<file path="config.mk">
export PLATFORM = sky130hd
export DESIGN_NAME = crc8_atm_frame_encoder
export DESIGN_NICKNAME = d
export VERILOG_FILES = /design/src/hdl/crcfe_pkg.sv /design/src/hdl/crc8_atm_frame_encoder.sv /design/src/hdl/crcfe_out_queue.sv
export SDC_FILE = /design/constraint.sdc
export NUM_CORES = 1
export LEC_CHECK = 0
export BUFFER_PORTS_ARGS = -buffer_cell sky130_fd_sc_hd__buf_2
export CAP_MARGIN = 10
export CELL_PAD_IN_SITES_DETAIL_PLACEMENT = 2
export CELL_PAD_IN_SITES_GLOBAL_PLACEMENT = 2
export CORE_MARGIN = 2
export CORE_UTILIZATION = 34
export CTS_CLUSTER_DIAMETER = 120
export DETAILED_ROUTE_END_ITERATION = 10
export PLACE_DENSITY_LB_ADDON = 0.08
export SYNTH_ARGS = -nofsm -noshare
export SYNTH_HDL_FRONTEND = slang
export SYNTH_SLANG_ARGS = --single-unit
</file>
<file path="constraint.sdc">
create_clock -name clk -period 4.8 [get_ports clk]
set_input_delay 0.48 -clock clk [delete_from_list [all_inputs] [get_ports clk]]
set_output_delay 0.48 -clock clk [all_outputs]
set_load 0.01 [all_outputs]
</file>
<file path="src/hdl/crcfe_pkg.sv">
`default_nettype none

package crcfe_pkg;

  localparam logic [7:0] StartByte = 8'h02;
  localparam logic [7:0] CrcPoly   = 8'h07;
  localparam logic [7:0] CrcInit   = 8'h00;
  localparam logic [7:0] IdReset   = 8'h31;
  localparam logic [7:0] LenExtra  = 8'd2;
  localparam int         HdrBits   = 24;
  localparam int         WrSlots   = 5;

  localparam logic [1:0] AddrMsgId = 2'd0;

  localparam logic [2:0] CntPass   = 3'd1;
  localparam logic [2:0] CntHeader = 3'd4;

  typedef struct packed {
    logic       last;
    logic [7:0] data;
  } entry_t;

  typedef struct packed {
    logic                      en;
    logic [2:0]                cnt;
    entry_t [WrSlots-1:0]      ent;
  } qwr_t;

  // one byte into the crc, msb first
  function automatic logic [7:0] crc8_feed(input logic [7:0] crc, input logic [7:0] b);
    logic [7:0] v;
    v = crc ^ b;
    for (int k = 0; k < 8; k++) begin
      v = v[7] ? ((v << 1) ^ CrcPoly) : (v << 1);
    end
    return v;
  endfunction

  // crc contribution of one bit of the header word {len, id, data}, zero init
  function automatic logic [7:0] crc8_hdr_col(input int g);
    logic [HdrBits-1:0] w;
    logic [7:0]         c;
    logic               fb;
    w = HdrBits'(1) << g;
    c = CrcInit;
    for (int k = HdrBits - 1; k >= 0; k--) begin
      fb = c[7] ^ w[k];
      c  = {c[6:0], 1'b0} ^ (fb ? CrcPoly : 8'h00);
    end
    return c;
  endfunction

endpackage

`default_nettype wire

</file>
<file path="src/hdl/crc8_atm_frame_encoder.sv">
`default_nettype none

// Frame builder: payload bytes in, framed bytes out (0x02, length+2, message
// id, payload..., CRC-8-ATM over length, id and payload, tlast on the CRC).
// Each input transaction is framed into a six-entry output queue that drains
// one byte per cycle while out_tready is high; passed-through bytes sustain
// one transaction per cycle likewise. A transaction is taken while at most
// one byte is queued, so a frame's first byte (four or five bytes out) and a
// byte followed by the CRC hold the input until one byte is left. Message id
// is read at byte address 0 and sampled on each frame's first byte.
module crc8_atm_frame_encoder #(
  parameter int MAX_PAYLOAD = 250
) (
  input  wire logic        clk,
  input  wire logic        rst_n,
  input  wire logic        in_tvalid,
  output logic             in_tready,
  input  wire logic [15:0] in_tdata,    // [7:0] payload_byte, [15:8] payload_length
  output logic             out_tvalid,
  input  wire logic        out_tready,
  output logic [7:0]       out_tdata,   // [7:0] tx_byte
  output logic             out_tlast,   // frame_end
  input  wire logic        cfg_psel,
  input  wire logic        cfg_penable,
  input  wire logic        cfg_pwrite,
  input  wire logic [1:0]  cfg_paddr,
  input  wire logic [31:0] cfg_pwdata,
  output logic [31:0]      cfg_prdata,
  output logic             cfg_pready
);
  import crcfe_pkg::*;

  localparam logic [7:0] MaxLen   = 8'(MAX_PAYLOAD);

  logic [7:0]         id_r;
  logic [7:0]         pos_r, pos_nxt;
  logic [7:0]         crc_r, crc_nxt;
  logic [7:0]         len_r, len_nxt;
  logic               in_fire;
  logic               start;
  logic [7:0]         data_b;
  logic [7:0]         len_in;
  logic [7:0]         len_sat;
  logic [7:0]         len_byte;
  logic [7:0]         len_cur;
  logic [7:0]         pos_inc;
  logic [7:0]         crc_pass;
  logic [7:0]         crc_hdr;
  logic [7:0]         crc_new;
  logic [HdrBits-1:0] hdr_word;
  logic [7:0]         col_term [HdrBits];
  logic               ends;
  qwr_t               wr;

  assign data_b  = in_tdata[7:0];
  assign len_in  = in_tdata[15:8];
  assign in_fire = in_tvalid && in_tready;
  assign start   = (pos_r == 8'd0);

  always_comb begin
    len_sat = len_in;
    if (len_sat == 8'd0) len_sat = 8'd1;
    if (len_sat > MaxLen) len_sat = MaxLen;
  end
  assign len_byte = len_sat + LenExtra;

  // header crc as a linear map of {len, id, data}
  assign hdr_word = {len_byte, id_r, data_b};
  for (genvar g = 0; g < HdrBits; g++) begin : g_col
    localparam logic [7:0] Col = crc8_hdr_col(g);
    assign col_term[g] = hdr_word[g] ? Col : 8'h00;
  end

  always_comb begin
    crc_hdr = CrcInit;
    for (int i = 0; i < HdrBits; i++) begin
      crc_hdr = crc_hdr ^ col_term[i];
    end
  end

  assign crc_pass = crc8_feed(crc_r, data_b);
  assign crc_new  = start ? crc_hdr : crc_pass;
  assign len_cur  = start ? len_sat : len_r;
  assign pos_inc  = start ? 8'd1 : pos_r + 8'd1;
  assign ends     = (pos_inc >= len_cur);

  always_comb begin
    wr        = '0;
    wr.en     = in_fire;
    if (start) begin
      wr.ent[0] = '{last: 1'b0, data: StartByte};
      wr.ent[1] = '{last: 1'b0, data: len_byte};
      wr.ent[2] = '{last: 1'b0, data: id_r};
      wr.ent[3] = '{last: 1'b0, data: data_b};
      wr.ent[4] = '{last: 1'b1, data: crc_new};
      wr.cnt    = CntHeader + {2'b00, ends};
    end else begin
      wr.ent[0] = '{last: 1'b0, data: data_b};
      wr.ent[1] = '{last: 1'b1, data: crc_new};
      wr.cnt    = CntPass + {2'b00, ends};
    end
  end

  always_comb begin
    pos_nxt = pos_r;
    crc_nxt = crc_r;
    len_nxt = len_r;
    if (in_fire) begin
      len_nxt = len_cur;
      if (ends) begin
        pos_nxt = 8'd0;
        crc_nxt = CrcInit;
      end else begin
        pos_nxt = pos_inc;
        crc_nxt = crc_new;
      end
    end
  end

  always_ff @(posedge clk) begin
    if (!rst_n) begin
      pos_r <= '0;
      crc_r <= CrcInit;
      len_r <= '0;
      id_r  <= IdReset;
    end else begin
      pos_r <= pos_nxt;
      crc_r <= crc_nxt;
      len_r <= len_nxt;
      if (cfg_psel && cfg_penable && cfg_pwrite && cfg_pready && cfg_paddr == AddrMsgId) begin
        id_r <= cfg_pwdata[7:0];
      end
    end
  end

  assign cfg_pready = 1'b1;
  assign cfg_prdata = (cfg_paddr == AddrMsgId) ? {24'd0, id_r} : 32'd0;

  crcfe_out_queue u_queue (
    .clk        (clk),
    .rst_n      (rst_n),
    .wr         (wr),
    .in_room    (in_tready),
    .out_tvalid (out_tvalid),
    .out_tready (out_tready),
    .out_tdata  (out_tdata),
    .out_tlast  (out_tlast)
  );

  a_pos_in_frame: assert property (@(posedge clk) disable iff (!rst_n)
    pos_r != 8'd0 |-> (pos_r < len_r && len_r <= MaxLen))
    else $error("byte position outside frame");

  a_idle_crc: assert property (@(posedge clk) disable iff (!rst_n)
    pos_r == 8'd0 |-> crc_r == CrcInit)
    else $error("crc not cleared between frames");

  a_frame_close: assert property (@(posedge clk) disable iff (!rst_n)
    (in_fire && ends) |=> pos_r == 8'd0)
    else $error("frame not closed after crc");

endmodule

`default_nettype wire

</file>
<file path="src/hdl/crcfe_out_queue.sv">
`default_nettype none

module crcfe_out_queue (
  input  wire logic           clk,
  input  wire logic           rst_n,
  input  wire crcfe_pkg::qwr_t wr,
  output logic                in_room,
  output logic                out_tvalid,
  input  wire logic           out_tready,
  output logic [7:0]          out_tdata,   // tx_byte
  output logic                out_tlast    // frame_end
);
  import crcfe_pkg::*;

  localparam int Depth = WrSlots + 1;

  entry_t     slot_r [Depth];
  entry_t     slot_nxt [Depth];
  entry_t     wr_ext [Depth];
  entry_t     wr_sh [Depth];
  logic [2:0] count_r;
  logic [2:0] count_nxt;
  logic [2:0] rem;
  logic       fire;

  assign fire       = out_tvalid && out_tready;
  assign rem        = count_r - {2'b00, fire};
  assign in_room    = (count_r <= 3'd1);
  assign out_tvalid = (count_r != 3'd0);
  assign out_tdata  = slot_r[0].data;
  assign out_tlast  = slot_r[0].last;

  for (genvar g = 0; g < WrSlots; g++) begin : g_wr
    assign wr_ext[g]  = wr.ent[g];
    assign wr_sh[g+1] = wr.ent[g];
  end
  assign wr_ext[Depth-1] = '0;
  assign wr_sh[0]        = '0;

  always_comb begin
    for (int i = 0; i < Depth; i++) begin
      if (fire && i < Depth - 1) begin
        slot_nxt[i] = slot_r[(i < Depth - 1) ? i + 1 : i];
      end else begin
        slot_nxt[i] = slot_r[i];
      end
      if (wr.en) begin
        if (rem == 3'd0) begin
          if (i < 32'(wr.cnt)) slot_nxt[i] = wr_ext[i];
        end else begin
          if (i >= 1 && i <= 32'(wr.cnt)) slot_nxt[i] = wr_sh[i];
        end
      end
    end
    count_nxt = rem + (wr.en ? wr.cnt : 3'd0);
  end

  always_ff @(posedge clk) begin
    if (!rst_n) begin
      count_r <= '0;
    end else begin
      count_r <= count_nxt;
    end
  end

  always_ff @(posedge clk) begin
    for (int i = 0; i < Depth; i++) begin
      slot_r[i] <= slot_nxt[i];
    end
  end

  a_count_bound: assert property (@(posedge clk) disable iff (!rst_n)
    count_r <= 3'(Depth))
    else $error("queue count beyond depth");

  a_write_room: assert property (@(posedge clk) disable iff (!rst_n)
    wr.en |-> (count_r <= 3'd1 && wr.cnt != 3'd0 && wr.cnt <= 3'(WrSlots)))
    else $error("queue write without room");

  a_drain: assert property (@(posedge clk) disable iff (!rst_n)
    (fire && !wr.en) |=> count_r == $past(count_r) - 3'd1)
    else $error("queue drain miscounted");

endmodule

`default_nettype wire

</file>
# After elaboration in Yosys (flattened, before gate mapping)
# Memory sizes are Yosys's and may differ from the RTL's.
# Cells that the tools add are included.
[classes]
magnitude_cmp = 14
muxes = 72
add_sub_neg = 6
shifts = 0
n_eq_ne = 0
n_div = 0
n_bitwise = 32
reduce_logical = 10
multipliers = 0
[op_table]
columns = ["operator", "n"]
rows = [
  ["$mux W9", 28],
  ["$mux W8", 18],
  ["$xor A8 B8 Y8", 10],
  ["$mux W7", 7],
  ["$xor A8 B7 Y8", 6],
  ["$mux W3", 11],
  ["$mux W27", 1],
  ["$not A3 Y3", 8],
  ["$mux W18", 1],
  ["$logic_not A8 Y1", 2],
  ["$mux W6", 2],
  ["$mux W5", 2],
  ["$add A8 B1 Y8 const B", 1],
  ["$add A8 B2 Y8 const B", 1],
  ["$ge A8 B8 Y1", 1],
  ["$gt A8 B8 Y1 const B", 1],
  ["$mux W4", 2],
  ["$xor A7 B8 Y8", 1],
  ["$xor A8 B4 Y8", 1],
  ["$xor A8 B5 Y8", 1],
  ["$xor A8 B6 Y8", 1],
  ["$xor A6 B7 Y7", 1],
  ["$le A2 B3 Y1 const A", 2],
  ["$le A3 B3 Y1 const A", 2],
  ["other kinds (16)", 23],
]
[totals]
wordCells = 140
ram_bits = 54
mem_bits_ro = 0
out_inout_bits = 44
latchBits = 0
input_bits = 57
n_memories = 1
register_bits = 35
[mem_list]
columns = ["memory", "words", "word_bits", "read_ports", "rd_clocked_by_memory_dff", "write_ports", "line_no", "rtl"]
rows = [
  ["u_queue.slot_r", 6, 9, 6, 0, 6, "crcfe_out_queue.sv:17", "entry_t slot_r [Depth];"],
]

# Depth between registers and ports, before layout
# Gate-level depths: netlist of the first run.
[logic_depth]
word_depth = 29
mapped_depth = 24
depth_no_buf = 21

# By module
# A second synthesis of the first run with hierarchy kept.
[unflattened]
hier_cells = 713
hier_area_um2 = 6309.8
[by_module_without_submodules]
columns = ["module", "cells_each", "seq_area_each_um2", "area_each_um2", "instances"]
rows = [
  ["crc8_atm_frame_encoder", 403, 640.6, 3338.2, 1],
  ["crcfe_out_queue", 310, 1231.2, 2971.6, 1],
]

# Least setup slack after synthesis of the first run
# No wires, ideal clock.
[synth_timing]
path_kind = "register to register"
from = "register pos_r[0]"
to = "memory u_queue.slot_r[1][1] (netlist name)"
path_stages_with_launch = 24
synth_period_minus_slack_ns = 4.391
n_path_buf = 4
t_arrival_ns = 4.258
slack_ns = 0.409
setup_time_ns = 0.133
t_required_ns = 4.667
path_cell_list = "dfxtp_1 > inv_1 > ha_1 > nor4b_1 > nand2_1 > inv_1 > buf_2 > buf_1 > nand2_1 > nand2_1 > ha_1 > nand2b_1 > a21o_1 > a21o_1 > a41oi_1 > o21bai_1 > inv_1 > clkbuf_1 > ha_1 > clkbuf_1 > nand2b_1 > nor2_1 > a221oi_1 > o22ai_1"
[synth_lines]
columns = ["item", "line_no", "rtl"]
rows = [
  ["start, declared", "crc8_atm_frame_encoder.sv:36", "logic [7:0] pos_r, pos_nxt;"],
  ["start signal, assigned", "crc8_atm_frame_encoder.sv:127", "pos_r <= pos_nxt;"],
  ["end, declared", "crcfe_out_queue.sv:17", ""],
]

==> results.cfg, run 1 <==
[layout]
final_layout_fill_cell_count = 1980
antenna_cells = 0
design.final.nets = 837
share_of_cells_above_drive_strength_1 = 0.125
area_growth_pct = 11.6

[sta]
unrepaired_setup_endpoints_after_global_routing = no
hold_violations = 0
final-setup-viol-count = 0
fin_worst_skew_ns = 0.00842
relSlewSlack = 0.341
timing.final.crit_share = 0.907
final.setup.worst_slack_ns = 0.448
drv_slew = 0
period_needed_ns = 4.35
fmax_mhz = 230
tns_ns = 0
worst_tran_pin_value_ns = 0.985

[cts]
post_cts_buffers = 0
cts_tree = done
cts-root-to-sink-buffers = 2
post_cts_resize_count = 0
cts_htree_levels = 3
cts_hold_buffers = 0
cts_root_buf = sky130_fd_sc_hd__clkbuf_16
tritoncts.num_buffers = 9
clock_insertion_delay_worst_skew_ns = 0.36
clock_sinks = 89
clk_pin_slew_ns = 0.07

[floorplanning]
rows = 48
die_area_mm2 = 0.0186
die-height_um = 136
fp.dieW_um = 136
num_io_pins = 101
core_region_mm2 = 0.0172
initial_core_util = 0.346

[routing]
wl_final_um = 22300
routedWlPerCell_um = 22.5
count_of_tritonroute_iterations_in_the_first_routing_pass = 4
first_iter_violations = 307
antenna_left = 0
vias_per_cell = 5.43
total_vias_in_the_final_route = 5372
drc = 0

[status]
outcome = finished, final reports clean

[yosys]
largest_area_contributor_in_the_synthesized_netlist = sky130_fd_sc_hd__dfxtp_1
ys.flop_type = sky130_fd_sc_hd__dfxtp_1
sequential_area_share_after_synthesis = 0.314
combined_area_of_all_synthesized_cells_mm2 = 0.00597
ys_async_sr_fraction = 0
share_of_the_synthesized_area_in_compound_gates_ao_oa_aoi_oai = 0.173
synth-seq-cells = 89
netlist_top_cells_count = sky130_fd_sc_hd__nand2_1 (116), sky130_fd_sc_hd__dfxtp_1 (80), sky130_fd_sc_hd__nor2_1 (58)
synth_warnings = 0
ys_top_cells_by_area = sky130_fd_sc_hd__dfxtp_1 (27%), sky130_fd_sc_hd__xnor2_1 (7.6%), sky130_fd_sc_hd__nand2_1 (7.3%)
synth_edf_count = 9
post_synth.cell_area_avg_um2 = 8.20
postSynthCellCount = 728
yosys.area_share.xor_xnor = 0.140
synth_cell_type_count = 65
post_synth_and_or_nand_nor_area_fraction = 0.192
synthMuxAreaShare = 0.0627
synth_top_family_by_area = simple AND/OR/NAND/NOR gates
synth-adder-area-share = 0.0432
post-synth-top-count-cell = sky130_fd_sc_hd__nand2_1
yosysTopAreaCellShare = 0.268

[global_route]
first_global_vias = 5786
grt_antenna_before_repair = 0
pin_count_of_the_biggest_net_entering_global_routing = 39
grt_pass1_wl_um = 34600
globalRouteOverflowTotal = 0
grt.total_usage = 0.250

[setup_path]
cp_data_arrival_time_ns = 4.60
criticalPathCategory = reg -> reg
setup.worst_path.end_class = register
required_ns = 5.05
cp_max_fo = 17
start_kind = register

[job]
cap_violations = 0

[place]
place_congestion = 0.895
detailedPlacementHpwl_um = 16200
port_buffers = 51
placement.setup.worst_slack_ns = 0.278

[power]
power_per_cell_area_mw_per_mm2 = 693
irDropWorstVdd_v = 0.000272
power_leakage_nw = 2.93

[worst_hold_path]
worst_hold_path_type = in -> reg
metal layers:
layer | vias to the layer above | part of all wire | GRT usage
li1 | 2538 | - | -
met1 | 2661 | 0.44 | 0.329
met2 | 147 | 0.49 | 0.424
met3 | 26 | 0.054 | 0.0330
met4 | 0 | 0.018 | 0.0799
met5 | - | 0 | 0
power breakdown:
group | internal, mW | switching, mW
clock network | 0.470 | 0.332
logic | 0.962 | 1.67
registers | 1.03 | 0.147
flip-flops by register name, summed over array words and instances (netlist names):
register         count
u_queue.count_r      3
u_queue.slot_r      54
pos_r                8
len_r                8
crc_r                8
id_r                 8
cell families (layout without fill, tap and decap cells):
logic type	after synthesis	after routing
flip-flops	89	89
AND/OR/NAND/NOR	256	256
multiplexers	37	37
other	2	25
buffers and inverters	86	100
adder cells (fa/ha/maj)	20	20
AO/OA/AOI/OAI	155	155
XOR/XNOR	83	83
through the flow:
step / power, mW / area [µm²] / util / hold WS (ns) / cells
floorplan: 3.00 / 6050 / - / 0.432 / 751
global placement: 3.70 / 6340 / 0.368 / 0.441 / 974
detailed placement: 3.82 / 6340 / 0.368 / 0.453 / 974
CTS: 4.64 / 6660 / 0.386 / 0.327 / 990
global route: 4.97 / 6660 / 0.386 / 0.355 / 990
finish: 4.62 / 6660 / 0.386 / 0.326 / 990
critical path: stages (launching register included):
cell	delay [ns]
sky130_fd_sc_hd__dfxtp_1	0.34
sky130_fd_sc_hd__inv_1	0.10
sky130_fd_sc_hd__ha_1	0.14
sky130_fd_sc_hd__nor4b_1	0.22
sky130_fd_sc_hd__nand2_1	0.13
sky130_fd_sc_hd__buf_4	0.23
sky130_fd_sc_hd__nor2_1	0.24
sky130_fd_sc_hd__a21oi_1	0.09
sky130_fd_sc_hd__ha_1	0.28
sky130_fd_sc_hd__a21o_1	0.11
sky130_fd_sc_hd__a21o_1	0.12
sky130_fd_sc_hd__a41oi_1	0.12
sky130_fd_sc_hd__o21bai_1	0.35
sky130_fd_sc_hd__inv_1	0.12
sky130_fd_sc_hd__buf_4	0.21
sky130_fd_sc_hd__ha_1	0.24
sky130_fd_sc_hd__nor2_1	0.12
sky130_fd_sc_hd__nor2_1	0.05
sky130_fd_sc_hd__nor2_1	0.62
sky130_fd_sc_hd__a21oi_1	0.10
sky130_fd_sc_hd__a221o_1	0.30
path summary, 6_finish.rpt:
path / endpoint / slack [ns] / from / cells past startpoint
setup / recovery: u_queue.slot_r[2][5]$_DFF_P_ / 0.45 / pos_r[0]$_SDFFE_PN0P_ / 20
setup reg to reg: u_queue.slot_r[2][5]$_DFF_P_ / 0.45 / pos_r[0]$_SDFFE_PN0P_ / 20
hold reg to reg: len_r[7]$_SDFFE_PN0P_ / 0.46 / len_r[7]$_SDFFE_PN0P_ / 2
hold / removal: id_r[5]$_SDFFE_PN1P_ / 0.33 / cfg_pwdata[5] / 3
cell type report:
| class | count | area, µm² | area share |
|---|---|---|---|
| repair buffers | 69 | 390 | 0.0586 |
| clock buffers | 11 | 243 | 0.0365 |
| well taps | 225 | 282 | 0.0423 |
| inverters | 15 | 56.3 | 0.00846 |
| clock inverters | 5 | 78.8 | 0.0118 |
| multi-input cells | 576 | 3740 | 0.561 |
| flip-flops and latches | 89 | 1870 | 0.281 |
placed cells by master (no fill, tap or decap), drive strengths merged, types with 3 or more instances in the layout:
cell and instances:
conb 25, a211o 4, xnor2 53, inv 15
and3 13, a2bb2oi 3, clkinv 3, buf 69
nand2 116, mux2i 37, nand2b 5, xnor3 6
a211oi 5, o21ai 29, xor2 23, o22ai 5
dfxtp 80, a31oi 15, o211ai 7, nand3 19
nor2 58, nor3 15, ha 19, edfxtp 9
a21boi 11, a32o 4, a21oi 45, a21o 4
nand4 3, a22oi 3, nor4 3, clkbuf 11
and2 17
(Power assumes the default switching activity.)
==> run 2, diff against run 1 <==
--- a/config.mk
+++ b/config.mk
@@ -5,15 +5,17 @@
 export SDC_FILE = /design/constraint.sdc
 export NUM_CORES = 1
 export LEC_CHECK = 0
+export ABC_AREA = 1
 export BUFFER_PORTS_ARGS = -buffer_cell sky130_fd_sc_hd__buf_2
 export CAP_MARGIN = 10
 export CELL_PAD_IN_SITES_DETAIL_PLACEMENT = 2
 export CELL_PAD_IN_SITES_GLOBAL_PLACEMENT = 2
 export CORE_MARGIN = 2
-export CORE_UTILIZATION = 34
+export CORE_UTILIZATION = 31
 export CTS_CLUSTER_DIAMETER = 120
 export DETAILED_ROUTE_END_ITERATION = 10
 export PLACE_DENSITY_LB_ADDON = 0.08
+export RECOVER_POWER = 50
 export SYNTH_ARGS = -nofsm -noshare
 export SYNTH_HDL_FRONTEND = slang
 export SYNTH_SLANG_ARGS = --single-unit
==> run 2 against run 1 <==
Net effect:
- register-to-register slack gained 0.20 ns
- critical endpoint is now u_queue.slot_r[1][4]$_DFF_P_
- critical path depth grew 1
- flip-flop and latch count is the same
- clock power shrank 9.6%
- combinational power shrank 4%
- largest cell class unchanged
==> results.cfg, run 2 <==
[setup_path]
cp_max_fo = 17
critical_path.n_buffers_inverters = 5
stages_on_worst_setup_path = 21
required_ns = 5.02
family_with_the_most_delay_on_the_worst_path = simple AND/OR/NAND/NOR gates
worstRegToRegCells = 21
timing.rr.start = pos_r[0]$_SDFFE_PN0P_
start_kind = register
crit_path_top_delay_cell = sky130_fd_sc_hd__nor2_1
reg2reg_setup_slack_ns = 0.65
timing.critical_path.slowest_cell_delay_ns = 0.41
cp-endpoint = u_queue.slot_r[1][4]$_DFF_P_
setup.worst_path.start = pos_r[0]$_SDFFE_PN0P_
path_common_cell = sky130_fd_sc_hd__inv_1
regToRegEndpoint = u_queue.slot_r[1][4]$_DFF_P_
cp_data_arrival_time_ns = 4.38
setup.worst_path.end_class = register
criticalPathCategory = reg -> reg
crit_path_cell_trace = inv_1 > ha_1 > nor3b_1 > nand2_1 > inv_1 > nand2_1 > o21ai_0 > ha_1 > a21oi_1 > o21ai_0 > nand2_1 > nand3_1 > inv_1 > ha_1 > clkinv_1 > nor2_1 > inv_1 > nand3_1 > o211ai_1 > nand3_1 > o21ai_0

[sta]
drv_slew = 0
hold_violations = 0
relSlewSlack = 0.0410
fmax_mhz = 241
tns_ns = 0
period_needed_ns = 4.15
unrepaired_setup_endpoints_after_global_routing = no
timing.final.crit_share = 0.866
fin_worst_skew_ns = 0.00925
worst_tran_pin_value_ns = 1.44
worst_hold_slack_ns = 0.339
final-setup-viol-count = 0

[yosys]
synth_edf_count = 9
combined_area_of_all_synthesized_cells_mm2 = 0.00663
post-synth-top-count-cell = sky130_fd_sc_hd__nand2_1
sequential_area_share_after_synthesis = 0.282
postSynthCellCount = 1021
ys.flop_type = sky130_fd_sc_hd__dfxtp_1
post_synth.cell_area_avg_um2 = 6.49
netlist_top_cells_count = sky130_fd_sc_hd__nand2_1 (274), sky130_fd_sc_hd__nor2_1 (119), sky130_fd_sc_hd__inv_1 (105)
yosysTopAreaCellShare = 0.242
synth-seq-cells = 89
ys_async_sr_fraction = 0
ys_top_cells_by_area = sky130_fd_sc_hd__dfxtp_1 (24%), sky130_fd_sc_hd__nand2_1 (16%), sky130_fd_sc_hd__nor2_1 (6.7%)
largest_area_contributor_in_the_synthesized_netlist = sky130_fd_sc_hd__dfxtp_1
synth_warnings = 0
synth_cell_type_count = 52

[layout]
design.final.nets = 1121
final_common_cell = sky130_fd_sc_hd__nand2_1
postLayoutCoreUtil = 0.345
area_growth_pct = 9.45
antenna_cells = 0
layout_common_cells = sky130_fd_sc_hd__nand2_1 (275), sky130_fd_sc_hd__nor2_1 (119), sky130_fd_sc_hd__inv_1 (105)
final_layout_fill_cell_count = 2634
largest_reg_flops = 54
largest_register = u_queue.slot_r
share_of_cells_above_drive_strength_1 = 0.0744
finalNonFillerCells = 1324

[job]
cap_violations = 0

[power]
irDropWorstVdd_v = 0.000225
fin_total_pwr_mw = 4.46
clock_power_share = 0.163
power_leakage_nw = 3.47
power.internal_mw = 2.27
pwr-share-seq = 0.272
power_switching_mw = 2.18
power_per_cell_area_mw_per_mm2 = 614
p_comb_frac = 0.565
switching_share = 0.490

[global_route]
groute.layer.met3.usage = 0.0267
gr-usage-met2 = 0.397
first_global_vias = 6781
pin_count_of_the_biggest_net_entering_global_routing = 47
grt.total_usage = 0.225
met1_usage = 0.292
grt_pass1_wl_um = 38500
grt_antenna_before_repair = 0
globalRouteOverflowTotal = 0
busiest_layer = met2

[routing]
antenna_left = 0
routedWlPerCell_um = 18.6
first_iter_violations = 274
drc = 0
vias_per_cell = 4.90
wl_final_um = 24600
count_of_tritonroute_iterations_in_the_first_routing_pass = 4
total_vias_in_the_final_route = 6493

[floorplanning]
num_io_pins = 101
die_area_mm2 = 0.0226
die-height_um = 150
core_region_mm2 = 0.0210
fp.dieW_um = 150
initial_core_util = 0.315
rows = 53

[cts]
cts_htree_levels = 3
post_cts_resize_count = 0
cts_hold_buffers = 0
cts_root_buf = sky130_fd_sc_hd__clkbuf_16
cts_tree = done
clock_sinks = 89
tritoncts.num_buffers = 9
clock_insertion_delay_worst_skew_ns = 0.36
clk_pin_slew_ns = 0.07
post_cts_buffers = 0
cts-root-to-sink-buffers = 2

[place]
dp.cells = 1308
place_congestion = 0.781
port_buffers = 51
detailedPlacementHpwl_um = 18600

[status]
outcome = finished, final reports clean

[worst_hold_path]
worst_hold_path_type = in -> reg
timing.hold.worst.start = cfg_pwdata[5]
-- run 2: changes by cell type after synthesis, sizes merged, moves of 8 or more --
cell,before,now
o21ai,29,82
and3,13,0
xor2,23,31
nor3,15,6
a31oi,15,3
a21boi,11,0
nand2,116,278
and2,17,0
nand3,19,52
inv,15,107
a22oi,3,13
xnor2,53,34
nor2,58,120
mux2i,37,3
-- run 2: per-stage QoR --
| stage | area (µm²) | setup slack [ns] |
|---|---|---|
| after floorplan | 6720 | 1.12 |
| after global placement | 6990 | 0.658 |
| after detailed placement | 6990 | 0.542 |
| after CTS | 7290 | 0.627 |
| after global routing | 7260 | 0.0396 |
| final | 7260 | 0.645 |
-- run 2: power groups by stage --
stage                     Sequential (mW)  Combinational, mW  Clock, mW
final                                1.21               2.52      0.726
after global routing                 1.24               2.86      0.778
after CTS                            1.21               2.57      0.754
after detailed placement             1.23               2.55          0
after global placement               1.21               2.50          0
after floorplan                      1.21               1.81          0
-- run 2: cells by family (layout without fill, tap and decap cells) --
| family | Yosys count | in the layout | share of synthesized area |
|---|---|---|---|
| simple gates | 471 | 471 | 0.290 |
| compound gates | 186 | 186 | 0.163 |
| buf+inv | 185 | 190 | 0.126 |
| flops | 89 | 89 | 0.282 |
| xor+xnor | 65 | 65 | 0.0944 |
| fa+ha+maj | 20 | 20 | 0.0389 |
| mux | 3 | 3 | 0.00453 |
| other cells | 2 | 25 | 0.00113 |
-- run 2: per-layer routing --
metal / up-vias / part of all wire
li1: 3256 / -
met1: 3156 / 0.46
met2: 69 / 0.50
met3: 12 / 0.024
met4: 0 / 0.014
met5: - / 0
-- run 2: final cells by class --
cell class              count  area [µm²]  area share
multi-input cells         770        4010       0.552
flip-flops and latches     89        1870       0.258
inverters                 110         413      0.0569
well taps                 275         344      0.0474
repair buffers             64         322      0.0443
clock buffers              10         250      0.0345
clock inverters             6        47.5     0.00655
-- run 2: worst min-delay path by stage --
stage | to | cells after the start
2_1_floorplan | u_queue.slot_r[0][8]$_DFF_P_ | 2
3_3_place_gp | u_queue.slot_r[0][8]$_DFF_P_ | 2
3_5_place_dp | len_r[2]$_SDFFE_PN0P_ | 2
4_1_cts | id_r[4]$_SDFFE_PN1P_ | 3
5_1_grt | id_r[0]$_SDFFE_PN1P_ | 3
6_report | id_r[5]$_SDFFE_PN1P_ | 3
-- run 2: worst min-delay path, cell delays in order --
cell and delay, ns:
sky130_fd_sc_hd__buf_2 0.07, sky130_fd_sc_hd__nand2_1 0.04, sky130_fd_sc_hd__o211ai_1 0.06
==> run 3, diff against run 2 <==
--- a/config.mk
+++ b/config.mk
@@ -11,7 +11,7 @@
 export CELL_PAD_IN_SITES_DETAIL_PLACEMENT = 2
 export CELL_PAD_IN_SITES_GLOBAL_PLACEMENT = 2
 export CORE_MARGIN = 2
-export CORE_UTILIZATION = 31
+export CORE_UTILIZATION = 34
 export CTS_CLUSTER_DIAMETER = 120
 export DETAILED_ROUTE_END_ITERATION = 10
 export PLACE_DENSITY_LB_ADDON = 0.08
==> constraint.sdc (replaced) <==
create_clock -name clk -period 5.2 [get_ports clk]
set_input_delay 0.52 -clock clk [delete_from_list [all_inputs] [get_ports clk]]
set_output_delay 0.52 -clock clk [all_outputs]
set_load 0.01 [all_outputs]
==> run 3 against run 2 <==
Net effect:
- the flow now finishes with violations (capacitance limit, slew limit)
- fmax down 6.3%
- setup slack better by 0.12 ns
- global-route usage up 2.1 points
- critical endpoint unchanged
==> results.cfg, run 3 (synthesized netlist as in run 2, its figures left out) <==
[layout]
final_layout_fill_cell_count = 2437
largest_reg_flops = 54
antenna_cells = 0
share_of_cells_above_drive_strength_1 = 0.0716
layout_common_cells = sky130_fd_sc_hd__nand2_1 (274), sky130_fd_sc_hd__nor2_1 (119), sky130_fd_sc_hd__inv_1 (105)
largest_register = u_queue.slot_r
area_growth_pct = 8.62
design_area_mm2 = 0.00720
final_common_cell = sky130_fd_sc_hd__nand2_1
design.final.nets = 1119
finalNonFillerCells = 1312

[sta]
fmax_mhz = 225
tns_ns = 0
unrepaired_setup_endpoints_after_global_routing = no
hold_violations = 0
worst_tran_pin_value_ns = 1.99
timing.final.crit_share = 0.853
relSlewSlack = -0.327
drv_slew = 42
period_needed_ns = 4.44
worst_hold_slack_ns = 0.388
final-setup-viol-count = 0
fin_worst_skew_ns = 0.00901

[setup_path]
crit_path_cell_trace = inv_1 > ha_1 > nor3b_1 > nand2_1 > inv_1 > nand2_1 > o21ai_0 > ha_1 > a21oi_1 > o21ai_0 > nand2_1 > nand3_1 > inv_1 > ha_1 > clkinv_1 > nor2_1 > inv_1 > nand3_1 > o211ai_1 > nand3_1 > o21ai_0
start_kind = register
setup.worst_path.start = pos_r[0]$_SDFFE_PN0P_
cp-endpoint = u_queue.slot_r[1][4]$_DFF_P_
critical_path.n_buffers_inverters = 5
family_with_the_most_delay_on_the_worst_path = simple AND/OR/NAND/NOR gates
regToRegEndpoint = u_queue.slot_r[1][4]$_DFF_P_
criticalPathCategory = reg -> reg
setup.worst_path.end_class = register
crit_path_top_delay_cell = sky130_fd_sc_hd__nor2_1
path_common_cell = sky130_fd_sc_hd__inv_1
worstRegToRegCells = 21
timing.rr.start = pos_r[0]$_SDFFE_PN0P_
cp_data_arrival_time_ns = 4.65
cp_max_fo = 17
stages_on_worst_setup_path = 21
required_ns = 5.42
reg2reg_setup_slack_ns = 0.76
timing.critical_path.slowest_cell_delay_ns = 0.44

[power]
power.internal_mw = 2.06
switching_share = 0.495
pwr-share-seq = 0.275
power_switching_mw = 2.02
power_leakage_nw = 3.44
irDropWorstVdd_v = 0.000216
p_comb_frac = 0.570
power_per_cell_area_mw_per_mm2 = 565
clock_power_share = 0.154

[floorplanning]
fp.dieW_um = 144
num_io_pins = 101
initial_core_util = 0.344
core_region_mm2 = 0.0193
die-height_um = 144
rows = 51
die_area_mm2 = 0.0206

[global_route]
grt_pass1_wl_um = 38400
first_global_vias = 6928
pin_count_of_the_biggest_net_entering_global_routing = 47
globalRouteOverflowTotal = 0
grt.total_usage = 0.246
grt_antenna_before_repair = 0

[routing]
wl_final_um = 24400
drc = 0
routedWlPerCell_um = 18.6
total_vias_in_the_final_route = 6574
antenna_left = 0
vias_per_cell = 5.01
count_of_tritonroute_iterations_in_the_first_routing_pass = 4
first_iter_violations = 194

[cts]
post_cts_resize_count = 0
cts-root-to-sink-buffers = 2
post_cts_buffers = 0
clk_pin_slew_ns = 0.07
cts_root_buf = sky130_fd_sc_hd__clkbuf_16
cts_hold_buffers = 0
cts_htree_levels = 3
tritoncts.num_buffers = 9
clock_insertion_delay_worst_skew_ns = 0.36
clock_sinks = 89
cts_tree = done

[place]
dpl_cell_area_mm2 = 0.00697
dp.cells = 1296
place_congestion = 0.800
detailedPlacementHpwl_um = 18300
port_buffers = 51

[status]
outcome = finished with violations
violations = capacitance limit, slew limit

[job]
cap_violations = 1

[worst_hold_path]
worst_hold_path_type = in -> reg
==> run 3: worst min path at each step <==
stage                     cells after the start                            to                          from  slack (ns)
after floorplan                               2  u_queue.slot_r[0][8]$_DFF_P_  u_queue.slot_r[1][8]$_DFF_P_        0.44
after global placement                        2  u_queue.slot_r[0][8]$_DFF_P_  u_queue.slot_r[1][8]$_DFF_P_        0.45
after detailed placement                      2         len_r[2]$_SDFFE_PN0P_         len_r[2]$_SDFFE_PN0P_        0.46
after CTS                                     3          id_r[5]$_SDFFE_PN1P_                 cfg_pwdata[5]        0.38
after global routing                          3          id_r[0]$_SDFFE_PN1P_                 cfg_pwdata[0]        0.39
final                                         3          id_r[0]$_SDFFE_PN1P_                 cfg_pwdata[0]        0.39
==> run 3: stage by stage <==
stage	total power [mW]	util	setup slack, ns
floorplan	2.78	-	1.52
global placement	3.40	0.361	0.917
detailed placement	3.49	0.361	0.792
CTS	4.14	0.376	0.738
global route	4.48	0.374	0.230
finish	4.07	0.374	0.765
==> run 3: final cells by class <==
cell class | instances | area [µm²] | share of cell area
multi-input combinational | 770 | 4010 | 0.557
tap | 265 | 332 | 0.0460
timing repair buffer | 62 | 303 | 0.0420
clock buffer | 10 | 229 | 0.0318
sequential | 89 | 1870 | 0.260
inverter | 110 | 413 | 0.0573
clock inverter | 6 | 42.5 | 0.00591
==> run 3: worst min-delay path, cell delays in order <==
cell	delay, ns
sky130_fd_sc_hd__buf_2	0.07
sky130_fd_sc_hd__nand2_1	0.04
sky130_fd_sc_hd__o211ai_1	0.07
==> run 3: power by group through the flow <==
stage / Clock [mW] / Sequential, mW / Combinational (mW)
detailed placement: 0 / 1.14 / 2.35
global route: 0.674 / 1.16 / 2.65
floorplan: 0 / 1.11 / 1.67
CTS: 0.649 / 1.12 / 2.37
finish: 0.628 / 1.12 / 2.32
global placement: 0 / 1.12 / 2.27
==> run 3: metal layers <==
layer  vias up  share of wire  GRT usage
met3        36          0.036     0.0390
met5         -              0          0
li1       3258              -          -
met1      3183           0.44      0.301
met2        97           0.50      0.435
met4         0          0.030     0.0903
